`src/design/gtli_pkg.sv`:
```
// Package: shared types, constants and codes for the grouped time/location index.
`default_nettype none
package gtli_pkg;
	localparam int ENTRY_CAPACITY = 64;
	localparam int GROUP_CAPACITY = 8;
	localparam int EW = $clog2(ENTRY_CAPACITY);
	localparam int CW = $clog2(ENTRY_CAPACITY + 1);
	localparam int GW = 3;

	typedef enum logic [2:0] {
		OP_ADD = 3'd0, OP_NEW = 3'd1, OP_SEL = 3'd2,
		OP_CERT = 3'd3, OP_FLOC = 3'd4, OP_FTS = 3'd5
	} op_t;

	typedef enum logic [2:0] {
		ST_OK = 3'd0, ST_NOTFOUND = 3'd1, ST_FULL = 3'd2,
		ST_NOGROUP = 3'd3, ST_GFULL = 3'd4
	} status_t;

	typedef struct packed {
		logic [2:0]         op;
		logic [63:0]        location;
		logic signed [63:0] timestamp;
		logic [7:0]         group_number;
		logic [1:0]         certainty;
	} in_t;

	typedef struct packed {
		logic [2:0]         status;
		logic [63:0]        found_location;
		logic signed [63:0] found_timestamp;
		logic [2:0]         current_group_out;
		logic [1:0]         current_certainty_out;
	} out_t;

	typedef enum logic [2:0] {
		S_IDLE, S_EXEC, S_SCAN, S_READ, S_NEXTG, S_DONE
	} state_t;

	// controller -> datapath
	typedef struct packed {
		logic load;     // capture input beat
		logic exec;     // non-scan operations, prefilter setup
		logic scan;     // examine one entry
		logic read;     // hit found; read registers keep the matching entry
		logic nextg;    // move timestamp search to next group
		logic fin_miss; // finish with not-found
		logic fin_hit;  // finish with hit
		logic fin_ok;   // finish with exec status
	} cmd_t;

	// datapath -> controller
	typedef struct packed {
		logic is_find;   // op needs a scan
		logic pass;      // current group passes prefilter
		logic hit;       // current entry matches
		logic scan_end;  // entry pointer at bottom
		logic more_grp;  // another group remains to try
	} sts_t;
endpackage
`default_nettype wire

```
`src/design/gtli_ctrl.sv`:
```
// Controller: sequences operations and the entry scan.
`default_nettype none
module gtli_ctrl (
	input  wire logic          clk,
	input  wire logic          arst_n,
	input  wire logic          in_valid,
	output logic               in_ready,
	output logic               out_valid,
	input  wire logic          out_ready,
	input  wire gtli_pkg::sts_t sts,
	output gtli_pkg::cmd_t     cmd
);
	import gtli_pkg::*;
	state_t state_q, nxt;
	logic ov_q;

	always_ff @(posedge clk or negedge arst_n) begin
		if (!arst_n) begin
			state_q <= S_IDLE;
			ov_q <= 1'b0;
		end else begin
			state_q <= nxt;
			if (cmd.fin_miss || cmd.fin_hit || cmd.fin_ok) ov_q <= 1'b1;
			else if (out_ready) ov_q <= 1'b0;
		end
	end

	assign out_valid = ov_q;

	always_comb begin
		nxt = state_q;
		cmd = '0;
		in_ready = 1'b0;
		unique case (state_q)
			S_IDLE: begin
				in_ready = 1'b1;
				if (in_valid) begin
					cmd.load = 1'b1;
					nxt = S_EXEC;
				end
			end
			S_EXEC: begin
				cmd.exec = 1'b1;
				nxt = sts.is_find ? S_SCAN : S_DONE;
			end
			S_SCAN: begin
				if (!sts.pass) nxt = S_NEXTG;
				else begin
					cmd.scan = 1'b1;
					if (sts.hit) nxt = S_READ;
					else if (sts.scan_end) nxt = S_NEXTG;
				end
			end
			S_READ: begin
				cmd.read = 1'b1;
				nxt = S_DONE;
			end
			S_NEXTG: begin
				if (sts.more_grp) begin
					cmd.nextg = 1'b1;
					nxt = S_SCAN;
				end else begin
					cmd.fin_miss = 1'b1;
					nxt = S_IDLE;
				end
			end
			S_DONE: begin
				if (!ov_q || out_ready) begin
					if (sts.is_find) cmd.fin_hit = 1'b1;
					else cmd.fin_ok = 1'b1;
					nxt = S_IDLE;
				end
			end
			default: nxt = S_IDLE;
		endcase
		if (state_q == S_NEXTG && !sts.more_grp && ov_q && !out_ready) begin
			cmd.fin_miss = 1'b0;
			nxt = S_NEXTG;
		end
	end
endmodule
`default_nettype wire

```
`config.mk`:
```
export PLATFORM = sky130hd
export DESIGN_NAME = gtli_ctrl
export DESIGN_NICKNAME = d
export VERILOG_FILES = /design/src/design/gtli_pkg.sv /design/src/design/gtli_ctrl.sv
export SDC_FILE = /design/constraint.sdc
export NUM_CORES = 1
export LEC_CHECK = 0
export BUFFER_PORTS_ARGS = -buffer_cell sky130_fd_sc_hd__buf_4
export CORE_AREA = 3 3 42 44
export DETAILED_ROUTE_END_ITERATION = 7
export DIE_AREA = 0 0 45 47
export GPL_ROUTABILITY_DRIVEN = 1
export PLACE_DENSITY = 0.47
export SLEW_MARGIN = 20
export SYNTH_ARGS = -nofsm -noshare
export SYNTH_HDL_FRONTEND = slang
export SYNTH_SLANG_ARGS = --single-unit
```
`constraint.sdc`:
```
create_clock -name clk -period 2.71 [get_ports clk]
set_clock_uncertainty 0.1 [all_clocks]
set_input_delay 0.542 -clock clk [delete_from_list [all_inputs] [get_ports clk]]
set_output_delay 0.542 -clock clk [all_outputs]
set_load 0.05 [all_outputs]
```
==> metrics.md, run 1 <==
| Metric | Value |
|---|---|
| Run status | `finished clean` |
| Max-cap viol count | `0` |
| Most frequent cell after synthesis | `nand2_1` |
| Metal-1 WL | `379 um` |
| GRT Total Usage | `8.49%` |
| PwrDens | `1080 nW/um^2` |
| Post-CTS Resized | `0` |
| Post-Syn Nets | `52` |
| Post-synth EDFFs | `0` |
| Netlist cell types | `23` |
| Slowest cell on crit path | `dfrtp_1` |
| Initial core utilization | `24.0%` |
| Worst Path Required | `2.07 ns` |
| Pre-CTS setup slack | `0.883 ns` |
| Seq/Total Area, Yosys | `28.4%` |
| Compound-gate portion of the synthesized area | `11.3%` |
| Crit path DAT | `1.42 ns` |
| Post-Syn Instances | `43` |
| Critical-path cell list | `and2b_1 > nand3_1 > nor2_1 > buf_4` |
| Top cells by instance count after synthesis | `nand2_1, dfrtp_1, nor2_1` |
| Cell Rows | `14` |
| Via density per instance | `4.56` |
| Worst Setup Start Kind | `flop` |
| Clk buf depth | `2` |
| FMAX | `0.484 GHz` |
| Main combinational cell family by area after synthesis | `simple AND/OR/NAND/NOR gates` |
| Netlist Area Pre-Place | `353 um^2` |
| PnR Total Power | `0.561 mW` |
| I/O pin cnt | `19` |
| Crit path max fanout | `11` |
| WL final | `801 um` |
| Overflow after GRT | `0` |
| Worst-Margin Slew | `0.355 ns` |
| WS Path Type | `reg -> out` |
| Maximum vdd ir drop | `0.344 mV` |
| First-pass DRT Iterations | `3` |
| Min Tclk post-route | `2.06 ns` |
| Synth area leader | `dfrtp_1` |
| Vias in the first global route | `308` |
| Max H-tree Level | `1` |
| Die width | `45 um` |
| Reg area | `100 um^2` |
| Syn Area/Cell | `8.21 um^2` |
| Hold slack | `0.429 ns` |
| Slew headroom | `76.3%` |
| Wire length per cell | `10.3 um` |
| Antenna violations before repair | `0` |
| R2r setup slk | `1.36 ns` |
| Setup tns final | `0 ns` |
| Static Leak | `0.258 nW` |
| Multiplexer share of the synthesized area | `3.19%` |
| Number of remaining DRC errors | `0` |
| Die height | `47 um` |
| Port Buffers | `18` |
| Syn. warnings | `0` |
| Hold Path Class | `reg -> reg` |
| Skew-Pair Late Insertion Delay | `0.23 ns` |
| Highest Signal Layer | `met3` |
| Largest cells by area after synthesis | `dfrtp_1, buf_6, nand2_1, nand2b_1, nand3_1` |
| First-pass GRT wire length | `1240 um` |
| Post-CTS setup buffer count | `0` |
| Synth Area in Simple Gates | `45.4%` |
| Post-synth ARST share | `100%` |
| Post-DP HPWL | `650 um` |
| Clock sinks | `4` |
| Yosys top cell area share | `28.4%` |
| Area of the multi-input gates | `223 um^2` |
| Share of cells above drive strength 1 | `41.9%` |
| Post-synthesis register bit count | `4` |
| Area Overhead vs Synth | `46.8%` |
| Post-route ant nets | `0` |
| Core area | `1470 um^2` |
| Largest net degree at the start of global routing | `13` |
| Xor and xnor area share after synthesis | `0%` |
| Hold Vio Cnt, Final | `0` |
| Via count | `356` |
| FILL cells | `169` |
| CP peak stage delay | `0.47 ns` |
| Initial DRC count | `5` |
| Clk root buf | `clkbuf_4` |
| Max Slew Vio Count | `0` |
| Clock-pin slew on the worst setup and hold paths | `0.04 ns` |
| Top FF cell, synth | `dfrtp_1` |
| Synth Area in Adders | `0%` |
| Setup repair after global routing missed its margin | `no` |
| Crit. End Element | `primary output` |
| GPL Wtd Cong | `0.690` |
| CTS tree | `built` |
| Total CTS buffers | `3` |
| Die area | `2120 um^2` |
| Met3 Wirelength | `80 um` |
| Antenna cells | `0` |
| Final setup fails | `0` |
| Fin crit share | `76.2%` |
| Nets | `73` |
| Metal2 WL | `341 um` |
| Final worst slack | `0.646 ns` |
## area by class of cell
cell class,count,area share [%]
Inverter,2,1.45
Multi-Input combinational cell,34,43.0
Tap cell,16,3.86
Timing Repair Buffer,19,28.0
Clock buffer,3,4.35
Sequential cell,4,19.3
## layer usage
layer	vias to the layer above	global-route usage, %
met3	0	4.60
met2	13	11.3
met1	157	10.6
met4	0	5.26
met5	-	0
li1	186	-
## cell families after synthesis
group	after synthesis
AOI/OAI and AO/OA	5
buffers and inverters	5
DFF	4
and+or+nand+nor	28
muxes	1
## cells in the final DEF (no fill, tap or decap)
cell,netlist,final
mux2_2,1,1
nor3_2,0,1
nand2b_2,1,1
and3b_1,1,1
nand4bb_1,1,1
nor3_1,2,1
a22oi_1,1,1
o21ai_0,1,1
clkbuf_4,0,3
nor3b_1,1,1
nand2b_1,3,3
and2_1,1,1
dfrtp_1,4,4
nand3_1,3,3
and3_1,1,1
nor2_1,4,4
o211ai_1,1,1
dlygate4sd3_1,0,1
nand2_1,5,5
o31ai_1,1,1
and2b_1,2,2
buf_4,0,18
nor2b_1,2,2
inv_1,2,2
nor4_2,0,1
o22ai_2,1,1
## power breakdown
group	switching, mW	leakage [nW]	internal (mW)
combinational	0.219	0.193	0.131
clock	0.0237	0.0138	0.0495
sequential	0.0541	0.0514	0.0836
## registers in the layout (all words and copies together), names as in the netlist
name / count
state_q: 3
out_valid: 1
## critical path, delay by kind of cell (launching register included)
kind,cells,cell delay [ns]
flip-flops,1,0.47
AND/OR/NAND/NOR,3,0.51
buffers and inverters,1,0.20
## path summary, 6_finish.rpt
check	startpoint	to	depth (start not counted)
worst max-delay path	state_q[1]	cmd[1]	4
worst min-delay path	out_valid	out_valid	2
worst max register to register	state_q[0]	state_q[1]	3
worst min register to register	out_valid	out_valid	2
max in group asynchronous	arst_n	state_q[1]	2
min in group asynchronous	arst_n	out_valid	2
## per-stage QoR
step | cells | cell area [um^2] | utilization [%]
6_report | 78 | 518 | 35.2
5_1_grt | 78 | 518 | 35.2
4_1_cts | 78 | 518 | 35.2
3_5_place_dp | 74 | 485 | 33.0
3_3_place_gp | 74 | 485 | 33.0
2_1_floorplan | 43 | 364 | -
## what timing repair did
item                                    in CTS  in global routing
hold buffers                                 1                  0
endpoints found under the setup margin       0                  0
hold endpoints to repair                     4                  0
Power figures use the tool's default switching activity.
==> run 2, diff against run 1 <==
ABC_AREA = 1   (was not set)
CORE_AREA = 3 3 40 42   (was 3 3 42 44)
DIE_AREA = 0 0 43 45   (was 0 0 45 47)
PLACE_DENSITY = 0.48   (was 0.47)
clock period = 1.91 ns   (was 2.71 ns; I/O delays follow)
==> metrics.md, run 2 <==
| Metric | Value |
|---|---|
| Worst Path Required | `1.43 ns` |
| R2r setup slk | `0.59 ns` |
| Die width | `43 um` |
| Post-synthesis register bit count | `4` |
| Die area | `1940 um^2` |
| Share of cells above drive strength 1 | `43.4%` |
| Clock sinks | `4` |
| Post-synth ARST share | `100%` |
| Run status | `finished clean` |
| Pre-CTS setup slack | `0.285 ns` |
| Worst Setup Start Kind | `flop` |
| Clock-pin slew on the worst setup and hold paths | `0.03 ns` |
| Overflow after GRT | `0` |
| Via density per instance | `4.35` |
| Nets | `87` |
| Final setup fails | `0` |
| Post-Layout Cell Count | `91` |
| Slew headroom | `86.8%` |
| First-pass DRT Iterations | `2` |
| Crit path DAT | `1.31 ns` |
| Placed cell count | `87` |
| Seq/Total Area, Yosys | `31.4%` |
| Top cells by instance count after synthesis | `nand2_1, inv_1, nor2_1` |
| Initial core utilization | `24.8%` |
| Crit Reg-Reg Endpoint | `state_q[2]` |
| Initial DRC count | `2` |
| Worst-Margin Slew | `0.197 ns` |
| Share of total power in sequential cells | `22.0%` |
| Netlist Area Pre-Place | `319 um^2` |
| Port Buffers | `18` |
| CTS tree | `built` |
| Clock share of power | `12.6%` |
| Wire length per cell | `9.64 um` |
| Pint | `0.359 mW` |
| Netlist cell types | `12` |
| WS Path Type | `reg -> out` |
| Post-synth EDFFs | `0` |
| Post-Syn Nets | `63` |
| Worst Setup EP | `cmd[1]` |
| I/O pin cnt | `19` |
| Antenna cells | `0` |
| Cell Rows | `13` |
| R2R Path Start | `state_q[2]` |
| Crit. End Element | `primary output` |
| Core area | `1280 um^2` |
| Setup repair after global routing missed its margin | `no` |
| Top FF cell, synth | `dfrtp_1` |
| Fin crit share | `94.0%` |
| Syn. warnings | `0` |
| Synth area leader | `dfrtp_1` |
| Final std cell area, no fill | `539 um^2` |
| Max H-tree Level | `1` |
| Maximum vdd ir drop | `0.868 mV` |
| Area Overhead vs Synth | `69.0%` |
| Max-cap viol count | `0` |
| Static Leak | `0.308 nW` |
| Clk buf depth | `2` |
| Final worst slack | `0.114 ns` |
| Min Tclk post-route | `1.80 ns` |
| Placed Area | `498 um^2` |
| First-pass GRT wire length | `1440 um` |
| Most common cell after layout, fill and taps aside | `buf_4` |
| R2r worst-path depth | `6` |
| Post-route ant nets | `0` |
| GRT Total Usage | `10.3%` |
| Total CTS buffers | `3` |
| Number of remaining DRC errors | `0` |
| Post-Syn Instances | `54` |
| Via count | `396` |
| Reg with most FFs | `state_q` |
| Hold Vio Cnt, Final | `0` |
| Most frequent cell after synthesis | `nand2_1` |
| Switching share of power | `56.3%` |
| Syn Area/Cell | `5.91 um^2` |
| Post-DP HPWL | `760 um` |
| Crit path max fanout | `8` |
| Yosys top cell area share | `31.4%` |
| Vias in the first global route | `340` |
| Switching power of the nets | `0.462 mW` |
| Largest net degree at the start of global routing | `9` |
| Setup tns final | `0 ns` |
| Largest cells by area after synthesis | `dfrtp_1, nand2_1, inv_1, nor2_1, nand3_1` |
| PwrDens | `1520 nW/um^2` |
| WL final | `877 um` |
| FMAX | `0.557 GHz` |
| Hold Path Class | `in -> reg` |
| GPL Wtd Cong | `0.807` |
| Clk root buf | `clkbuf_4` |
| PnR Total Power | `0.822 mW` |
| Fin util | `42.0%` |
| Max Slew Vio Count | `0` |
| Critical path startpoint | `state_q[1]` |
| Hold slack | `0.330 ns` |
| Antenna violations before repair | `0` |
| Combinational Power Share | `65.5%` |
| Die height | `45 um` |
| Max reg flops | `3` |
| Most frequent cells in the layout | `buf_4, nand2_1, inv_1` |
| Skew-Pair Late Insertion Delay | `0.23 ns` |
-- run 2: changes by cell type in the layout (fill, tap and decap cells not counted), sizes merged, moves of 2 or more --
cell	previous run	this run
nand2	5	15
inv	2	11
nor2	4	9
nor2b	2	0
nand3	3	5
nand4	0	2
and2b	2	0
nor3	2	4
nand2b	4	0
-- run 2: critical path, stage by stage, from the launching register on --
cell	delay, ns
dfrtp_2	0.46
nor2_2	0.17
inv_1	0.09
nor3b_2	0.15
buf_4	0.21
-- run 2: cells by family after synthesis --
kind of cell | Yosys count | synth area share (%)
AOI/OAI and AO/OA | 1 | 2.75
buffers and inverters | 12 | 14.5
DFF | 4 | 31.4
and+or+nand+nor | 37 | 51.4
-- run 2: final cells by class --
type	count	area, um^2
clock buffer	3	22.5
inverter	11	41.3
timing repair buffer	20	153
multi-input combinational	38	200
sequential	4	104
tap	15	18.8
fill	150	746
-- run 2: power groups by stage --
stage / logic (mW) / registers [mW] / clock network [mW]
3_5_place_dp: 0.535 / 0.174 / 0
6_report: 0.538 / 0.180 / 0.103
3_3_place_gp: 0.540 / 0.173 / 0
4_1_cts: 0.538 / 0.173 / 0.106
2_1_floorplan: 0.384 / 0.174 / 0
5_1_grt: 0.586 / 0.192 / 0.112
-- run 2: worst min path at each step --
stage           start    endpoint  slack [ns]  cells past startpoint
3_5_place_dp   arst_n  state_q[0]        0.08                      1
5_1_grt        sts[0]  state_q[1]        0.34                      3
3_3_place_gp   arst_n   out_valid        0.08                      1
6_report       sts[0]  state_q[1]        0.33                      3
4_1_cts        sts[0]  state_q[1]        0.33                      3
2_1_floorplan  arst_n   out_valid       -0.01                      0
-- run 2: metal layers --
metal	vias up	track usage (%)	wire [um]
met5	-	0	0
met4	0	9.04	15
met3	3	2.39	88
met2	21	14.7	369
met1	157	13.1	404
li1	215	-	-
-- run 2: timing repair --
action,4_1_cts,5_1_grt
endpoints found under the setup margin,0,3
gates resized for setup,0,4
hold buffers,1,0
setup buffers,0,0
hold endpoints to repair,4,0
==> run 3, diff against run 2 <==
ABC_AREA = not set   (was 1)
CORE_AREA = 3 3 42 44   (was 3 3 40 42)
DIE_AREA = 0 0 45 47   (was 0 0 43 45)
PLACE_DENSITY = 0.47   (was 0.48)
==> metrics.md, run 3 (synthesis gave the netlist of run 1 again) <==
| Metric | Value |
|---|---|
| Run status | `finished clean` |
| WS Path Type | `reg -> out` |
| Maximum vdd ir drop | `0.526 mV` |
| Max Slew Vio Count | `0` |
| Most common cell after layout, fill and taps aside | `buf_4` |
| Static Leak | `0.293 nW` |
| Placed cell count | `75` |
| PwrDens | `1510 nW/um^2` |
| Hold Path Class | `in -> reg` |
| Number of remaining DRC errors | `0` |
| Die area | `2120 um^2` |
| Slew headroom | `79.2%` |
| Fin crit share | `95.6%` |
| Pint | `0.467 mW` |
| Area Overhead vs Synth | `74.5%` |
| Via count | `393` |
| Antenna violations before repair | `0` |
| R2r worst-path depth | `3` |
| Clock sinks | `4` |
| Port Buffers | `18` |
| Reg with most FFs | `state_q` |
| Die width | `45 um` |
| Worst Setup Start Kind | `flop` |
| FMAX | `0.547 GHz` |
| Vias in the first global route | `303` |
| Most frequent cells in the layout | `buf_4, nand2_1` |
| Hold Vio Cnt, Final | `0` |
| Max-cap viol count | `0` |
| CTS tree | `built` |
| Hold depth | `3` |
| I/O pin cnt | `19` |
| First-pass DRT Iterations | `3` |
| Initial DRC count | `5` |
| Max H-tree Level | `1` |
| Antenna cells | `0` |
| Initial core utilization | `24.0%` |
| Wire length per cell | `10.4 um` |
| Cell Rows | `14` |
| First-pass GRT wire length | `1300 um` |
| Post-DP HPWL | `638 um` |
| Skew-Pair Late Insertion Delay | `0.24 ns` |
| Final setup fails | `0` |
| Die height | `47 um` |
| GPL Wtd Cong | `0.679` |
| Worst Path Required | `1.43 ns` |
| Largest net degree at the start of global routing | `13` |
| Switching share of power | `49.9%` |
| Setup repair after global routing missed its margin | `no` |
| Share of total power in sequential cells | `21.2%` |
| FILL cells | `155` |
| Post-Layout Cell Count | `84` |
| Crit path DAT | `1.34 ns` |
| Combinational Power Share | `67.5%` |
| Crit path max fanout | `5` |
| Clk buf depth | `2` |
| Switching power of the nets | `0.465 mW` |
| Hold slack | `0.329 ns` |
| Core area | `1470 um^2` |
| Min Tclk post-route | `1.83 ns` |
| Nets | `79` |
| Total CTS buffers | `3` |
| Clock-pin slew on the worst setup and hold paths | `0.04 ns` |
| Post-route ant nets | `0` |
| Share of cells above drive strength 1 | `58.8%` |
| Overflow after GRT | `0` |
| WL final | `875 um` |
| Crit. End Element | `primary output` |
| Via density per instance | `4.68` |
| Worst-Margin Slew | `0.311 ns` |
| Max reg flops | `3` |
| Clk root buf | `clkbuf_4` |
| Clock share of power | `11.3%` |
| GRT Total Usage | `9.21%` |
==> run 3: layer usage <==
| layer | part of all wire, % | vias to the layer above | GRT usage, % |
|---|---|---|---|
| li1 | - | 200 | - |
| met1 | 43 | 176 | 11.3 |
| met2 | 45 | 15 | 11.0 |
| met3 | 9.5 | 2 | 4.98 |
| met4 | 2.6 | 0 | 8.77 |
| met5 | 0 | - | 0 |
==> run 3: area by class of cell <==
cell class | count | area (um^2) | share of cell area, %
clock buffers | 3 | 22.5 | 3.66
multi-input cells | 34 | 264 | 42.9
flip-flops and latches | 4 | 104 | 16.9
well taps | 16 | 20.0 | 3.25
inverters | 2 | 7.51 | 1.22
repair buffers | 25 | 198 | 32.1
==> run 3: metrics by stage <==
stage / total power, mW / setup WS [ns] / setup TNS (ns) / util (%) / instance area, um^2
after floorplan: 0.641 / -0.0537 / -0.107 / - / 385
after global placement: 0.742 / 0.254 / 0 / 34.9 / 514
after detailed placement: 0.741 / 0.234 / 0 / 34.9 / 514
after CTS: 0.857 / 0.00709 / 0 / 37.2 / 548
after global routing: 0.999 / 0.0102 / 0 / 41.8 / 616
final: 0.932 / 0.0832 / 0 / 41.8 / 616
==> run 3: what timing repair did <==
| item | in CTS | in global routing |
|---|---|---|
| hold buffers | 1 | 0 |
| hold endpoints to repair | 4 | 0 |
| resized for setup | 1 | 7 |
| setup endpoints to repair | 2 | 4 |
| setup buffers | 0 | 5 |
| pin swaps | 0 | 1 |
==> run 3: critical path, cell delays in order, from the launching register on <==
cell and delay, ns:
dfrtp_2 0.42, and2b_2 0.24, nand3_1 0.11, nor2_1 0.16
buf_6 0.17
==> run 3: worst paths after layout <==
kind	startpoint	endpoint	slack (ns)
worst max-delay path	state_q[1]	cmd[0]	0.08
worst min-delay path	sts[2]	state_q[1]	0.33
worst max register to register	state_q[0]	state_q[1]	0.59
worst min register to register	out_valid	out_valid	0.42
max in group asynchronous	arst_n	state_q[0]	1.23
min in group asynchronous	arst_n	state_q[1]	0.37
==> run 3: power groups by stage <==
stage	Combinational [mW]	Sequential (mW)	Clock (mW)
after floorplan	0.475	0.166	0
after global placement	0.538	0.203	0
after detailed placement	0.538	0.203	0
after CTS	0.540	0.204	0.113
after global routing	0.672	0.205	0.123
final	0.630	0.198	0.105
